==> config.mk <==
export PLATFORM = sky130hd
export DESIGN_NAME = sst_ram
export DESIGN_NICKNAME = d
export VERILOG_FILES = /design/src/design/sst_ram.sv
export SDC_FILE = /design/constraint.sdc
export NUM_CORES = 1
export LEC_CHECK = 0
export BUFFER_PORTS_ARGS = -buffer_cell sky130_fd_sc_hd__clkbuf_2
export CAP_MARGIN = 20
export CORE_MARGIN = 3
export CORE_UTILIZATION = 57
export CTS_CLUSTER_DIAMETER = 80
export CTS_CLUSTER_SIZE = 25
export DETAILED_ROUTE_END_ITERATION = 8
export PLACE_DENSITY_LB_ADDON = 0.1
export SYNTH_ARGS = -nofsm -noshare
export SYNTH_HDL_FRONTEND = slang
export SYNTH_SLANG_ARGS = --single-unit
==> constraint.sdc <==
create_clock -name clk -period 2.9 [get_ports clk]
set_input_delay 0.435 -clock clk [delete_from_list [all_inputs] [get_ports clk]]
set_output_delay 0.435 -clock clk [all_outputs]
set_load 0.01 [all_outputs]
==> src/design/sst_ram.sv <==
// Generic single-write, single-read RAM with registered read data.
module sst_ram #(
  parameter int WIDTH = 8,
  parameter int DEPTH = 16,
  parameter int AW    = $clog2(DEPTH)
) (
  input  logic             clk,
  input  logic             we,
  input  logic [AW-1:0]    waddr,
  input  logic [WIDTH-1:0] wdata,
  input  logic [AW-1:0]    raddr,
  output logic [WIDTH-1:0] rdata
);

  logic [WIDTH-1:0] mem [DEPTH];

  always_ff @(posedge clk) begin
    if (we) begin
      mem[waddr] <= wdata;
    end
    rdata <= mem[raddr];
  end

endmodule

==> flow_summary.json, run 1 <==
{
  "critPathKind": "primary input to flop",
  "grt-ovfl-total": 0,
  "pwr-share-clk_pct": 45.8,
  "diodes": 0,
  "cp-end-kind": "flop",
  "drive_gt1_share_pct": 31.2,
  "total_power_mw": 4.45,
  "reg2reg_depth": 3,
  "timing.rr.end": "rdata[4]",
  "finalHoldViolCount": 0,
  "cts_max_level": 4,
  "place.gp.congestion": 0.729,
  "synthesis.area_mm2": 0.00515,
  "hpwl_mm": 6.09,
  "status": "completed",
  "cts_sinks": 136,
  "portBuffers": 25,
  "slew_headroom_pct": 48.1,
  "cap_viol_max_count": 0,
  "place_inst": 368,
  "grt_pass1_wl_mm": 14.6,
  "post-route-cell-area_mm2": 0.00603,
  "ys_types": 19,
  "vias_per_cell": 6.04,
  "grt_antenna_before_repair": 0,
  "rrSetupSlack_ns": 1.54,
  "grt_util_all_layers_pct": 20.3,
  "grt_pass1_vias": 2480,
  "power_frac_seq_pct": 49.7,
  "setup-violations-final": 0,
  "die_h_um": 101,
  "tns_ns": 0,
  "core_mm2": 0.00876,
  "placed_area_mm2": 0.00545,
  "final_util_pct": 68.9,
  "r2r_start": "mem[9][4]",
  "worstMarginPinSlew_ns": 0.776,
  "final_cells": 400,
  "start_kind": "primary input",
  "drcViolationCount": 0,
  "syn_to_final_growth_pct": 17.2,
  "post-route-min-period_ns": 1.58,
  "drt-pass1-iter-count": 4,
  "cts_resized": 0,
  "crit_path_max_fanout": 25,
  "drt_wl_total_mm": 9.39,
  "grt_max_degree": 26,
  "die_w_um": 101,
  "ys_seq_area_share_pct": 77.8,
  "p_per_area_mw_per_mm2": 738,
  "dieArea_mm2": 0.0102,
  "via_count": 2414,
  "crit_start": "raddr[0]",
  "yosys_warnings": 0,
  "synth.largest_area_cell": "edfxtp_1",
  "holdWs_ns": 0.367,
  "cp.arrival_ns": 1.97,
  "setup_ws_ns": 1.32,
  "yosys-top-cells-area": "edfxtp_1 75%, mux4_2 7.9%, mux4_1 7.1%",
  "peakVddDrop_mv": 0.623,
  "postCtsSetupBuffers": 0,
  "nNetsFinal": 297,
  "holdPathStages": 1,
  "cts-root-buf": "clkbuf_8",
  "start_util_pct": 58.7,
  "syn_inst": 229,
  "cts_buffer_depth": 2,
  "drt_iter0_drc": 178,
  "hold_class": "primary input to flop",
  "cts_tree": "built",
  "rows": 34,
  "final.period_utilization_pct": 54.6,
  "crit_end": "rdata[2]",
  "clock.fmax_ghz": 0.631,
  "holdBufCountCts": 0,
  "p_int_mw": 3.57,
  "drt-wirelength-per-cell_um": 23.5,
  "p_switching_uw": 884,
  "comb_power_share_pct": 4.5,
  "place_ws_ns": 0.800,
  "rsz0062_at_grt": "no",
  "ys_ff_latch": 136,
  "ant_nets": 0,
  "synth_top_area_share_pct": 74.7,
  "path_clk_slew_ns": 0.06,
  "p_leak_nw": 2.06,
  "synth_nets": 247,
  "synth.avg_cell_area_um2": 22.5,
  "clkLatencyLatePin_ns": 0.50,
  "drv_slew": 0,
  "netSwitchingFraction_pct": 19.9,
  "finClkSkew_ns": 0.00618,
  "numCtsBuffers": 17,
  "crit_required_ns": 3.29,
  "ios": 26
}
## worst max-delay path, cell delays in order
cell      delay, ns
clkbuf_2       0.29
buf_12         0.27
mux4_1         0.58
a22oi_1        0.30
nand2_1        0.08
## placed cells by master (no fill, tap or decap), drive strengths merged
cell / n
nor2b: 1
clkinvlp: 5
buf: 16
clkbuf: 45
nand2: 9
clkinv: 5
nor2: 13
and2b: 1
nand3b: 2
nand2b: 2
or3b: 1
bufinv: 2
and2: 1
nor3: 4
mux4: 32
a22oi: 16
dfxtp: 8
edfxtp: 128
nand3: 1
## sequential cells by signal, indices dropped and copies added (netlist names)
register	flops
rdata	8
mem	128
## kinds of logic after synthesis
logic type	synth area share, %
AO/OA/AOI/OAI	2.33
buffers and inverters	1.68
flip-flops	77.8
multiplexers	15.0
AND/OR/NAND/NOR	3.18
## layer usage
layer  global-route usage [%]  wire (um)  vias up
met1                     30.8       4520     1259
met3                     5.26        434       12
met5                        0          0        -
li1                         -          -     1074
met2                     29.9       4350       69
met4                     5.83         82        0
## cell type report
type	count	area, um2
Sequential cell	136	4000
Fill cell	564	2730
Multi-Input combinational cell	83	1060
Clock buffer	20	455
Timing Repair Buffer	41	258
Tap cell	108	135
Clock inverter	12	125
## power by group through the flow
stage                     Combinational, mW  Clock (mW)  Sequential (mW)
final                                 0.202        2.04             2.21
after global routing                  0.220        2.17             2.21
after CTS                             0.203        2.06             2.21
after detailed placement              0.203           0             2.25
after global placement                0.198           0             2.25
after floorplan                       0.112           0             2.25
## cell usage after synthesis
| cell | number |
|---|---|
| a22oi_1 | 16 |
| and2b_1 | 1 |
| nor2b_1 | 1 |
| nor3_1 | 4 |
| buf_4 | 1 |
| edfxtp_1 | 128 |
| mux4_1 | 14 |
| nor2_1 | 13 |
| clkdlybuf4s25_2 | 3 |
| mux4_2 | 18 |
| nand2b_1 | 2 |
| and2_1 | 1 |
| nand3_1 | 1 |
| nand2_1 | 9 |
| or3b_2 | 1 |
| buf_6 | 3 |
| dfxtp_1 | 8 |
| nand3b_1 | 2 |
| buf_2 | 3 |
## worst min path at each step
stage / from / end / slack (ns)
6_report: wdata[1] / mem[14][1] / 0.37
5_1_grt: wdata[5] / mem[5][5] / 0.37
4_1_cts: wdata[0] / mem[6][0] / 0.33
3_5_place_dp: mem[11][3] / rdata[3] / 0.66
3_3_place_gp: mem[11][5] / rdata[5] / 0.65
2_1_floorplan: wdata[0] / mem[0][0] / 0.53
Note: power is estimated with default switching activity, not from simulation.
==> run 2: changes to the inputs <==
--- a/config.mk
+++ b/config.mk
@@ -8,7 +8,7 @@
 export BUFFER_PORTS_ARGS = -buffer_cell sky130_fd_sc_hd__clkbuf_2
 export CAP_MARGIN = 20
 export CORE_MARGIN = 3
-export CORE_UTILIZATION = 57
+export CORE_UTILIZATION = 54
 export CTS_CLUSTER_DIAMETER = 80
 export CTS_CLUSTER_SIZE = 25
 export DETAILED_ROUTE_END_ITERATION = 8
==> constraint.sdc (replaced) <==
create_clock -name clk -period 1.4 [get_ports clk]
set_input_delay 0.21 -clock clk [delete_from_list [all_inputs] [get_ports clk]]
set_output_delay 0.21 -clock clk [all_outputs]
set_load 0.01 [all_outputs]
==> run 2 against run 1 <==
  * Setup slack worse by 1.3 ns
  * Clock power grew 110%
  * Worst hold slack got worse by 0.25 ns
  * Largest power group unchanged
  * Core utilization is 0.58 points higher
  * Global-route usage is 1.3 points lower
  * Clock skew is 0.0014 ns higher
  * Flip-flop and latch count unchanged
  * Combinational power rose by 120%
  * Critical path type is now flop to flop
  * Routed wire length fell by 0.33%
  * Final area up 3.3%
  * First-iteration DRC count down 7.3%
  * Sequential power grew 110%
==> flow_summary.json, run 2 (synthesis gave the netlist of run 1 again) <==
{
  "status": "completed",
  "holdPathStages": 1,
  "hold_class": "primary input to flop",
  "drcViolationCount": 0,
  "drv_slew": 0,
  "nNetsFinal": 314,
  "worst-path-buf-inv": 0,
  "core_mm2": 0.00898,
  "r2r_start": "mem[9][4]",
  "cts_buffer_depth": 2,
  "setup_ws_ns": 0.0591,
  "rows": 34,
  "critPathKind": "flop to flop",
  "layout_common_cells": "128 x edfxtp_1, 30 x buf_4, 25 x clkbuf_2",
  "crit_start": "mem[9][4]",
  "grt_util_all_layers_pct": 19.1,
  "top_register": "mem",
  "ant_nets": 0,
  "cp.arrival_ns": 1.73,
  "place.gp.congestion": 0.812,
  "grt_max_degree": 26,
  "slew_headroom_pct": 47.9,
  "largest_reg_flops": 128,
  "rrSetupSlack_ns": 0.06,
  "cp_top_family": "multiplexers",
  "drt_wl_total_mm": 9.36,
  "grt_pass1_vias": 2662,
  "diodes": 0,
  "postCtsSetupBuffers": 0,
  "start_kind": "flop",
  "grt_pass1_wl_mm": 15.0,
  "die_h_um": 104,
  "finalHoldViolCount": 0,
  "hpwl_mm": 6.03,
  "cp-end-kind": "flop",
  "finClkSkew_ns": 0.00763,
  "min_to": "mem[0][3]",
  "portBuffers": 25,
  "drt-pass1-iter-count": 4,
  "drt-wirelength-per-cell_um": 21.5,
  "crit_path_top_delay_cell": "mux4_1",
  "slowest_delay_ns": 0.51,
  "worstMarginPinSlew_ns": 0.779,
  "rsz0062_at_grt": "no",
  "via_count": 2447,
  "min_from": "wdata[3]",
  "placed_area_mm2": 0.00564,
  "p_per_area_mw_per_mm2": 1490,
  "grt-ovfl-total": 0,
  "dieArea_mm2": 0.0107,
  "p_leak_nw": 2.16,
  "drive_gt1_share_pct": 36.2,
  "die_w_um": 104,
  "drt_iter0_drc": 165,
  "syn_to_final_growth_pct": 21.1,
  "place_ws_ns": -0.240,
  "cap_viol_max_count": 0,
  "setup-violations-final": 0,
  "reg_top3": "mem: 128 flops, rdata: 8 flops",
  "reg2reg_depth": 3,
  "clkLatencyLatePin_ns": 0.51,
  "cts_sinks": 136,
  "clock.fmax_ghz": 0.746,
  "ios": 26,
  "final_common_cell": "edfxtp_1",
  "post-route-min-period_ns": 1.34,
  "crit_required_ns": 1.79,
  "cts_max_level": 4,
  "final.period_utilization_pct": 95.8,
  "holdWs_ns": 0.122,
  "timing.rr.end": "rdata[4]",
  "path_clk_slew_ns": 0.06,
  "cp_cell_sequence": "mux4_1, a22oi_1, nand2_1",
  "cts-root-buf": "clkbuf_8",
  "peakVddDrop_mv": 0.788,
  "numCtsBuffers": 17,
  "vias_per_cell": 5.63,
  "start_util_pct": 57.3,
  "crit_path_max_fanout": 1,
  "grt_antenna_before_repair": 0,
  "post-route-cell-area_mm2": 0.00623,
  "nFillCells": 573,
  "cts_tree": "built"
}
[run 2: what timing repair did]
| item | CTS | global route |
|---|---|---|
| gates resized for setup | 0 | 2 |
| hold buffers | 0 | 0 |
| setup endpoints to repair | 0 | 2 |
[run 2: worst max path at each step]
stage | cells past startpoint | slack (ns) | endpoint
after floorplan | 2 | -0.08 | mem[3][0]
after global placement | 6 | -0.25 | rdata[6]
after detailed placement | 5 | -0.24 | rdata[3]
after CTS | 3 | 0.02 | rdata[2]
after global routing | 3 | 0.01 | rdata[0]
final | 3 | 0.06 | rdata[4]
[run 2: metal layers]
| layer | global-route usage (%) | part of all wire, % |
|---|---|---|
| met5 | 0 | 0 |
| met4 | 7.50 | 0.25 |
| met3 | 4.60 | 5.5 |
| met2 | 28.2 | 49 |
| met1 | 27.9 | 45 |
[run 2: where the power goes]
group / internal, mW / switching [mW] / leakage [nW]
Clock: 2.66 / 1.58 / 0.270
Sequential: 4.55 / 0.0280 / 1.22
Combinational: 0.206 / 0.245 / 0.664
[run 2: area by class of cell]
| class | instances | area, um2 | area share (%) |
|---|---|---|---|
| tap | 126 | 158 | 2.53 |
| clock inverter | 12 | 124 | 1.99 |
| sequential | 136 | 4000 | 64.2 |
| clock buffer | 20 | 455 | 7.31 |
| multi-input combinational | 83 | 1080 | 17.4 |
| timing repair buffer | 58 | 410 | 6.58 |
[run 2: worst register-to-register path: stages (launching register included)]
cell and delay (ns):
edfxtp_1 0.36, mux4_1 0.51, a22oi_1 0.28, nand2_1 0.07
[run 2: stage by stage]
stage	TNS [ns]	utilization, %	power (mW)	std cells
after floorplan	-2.30	-	4.90	229
after global placement	-2.10	62.9	5.11	403
after global routing	0	69.4	9.58	435
after detailed placement	-2.80	62.9	5.12	403
after CTS	0	69.3	9.34	435
final	0	69.4	9.27	435
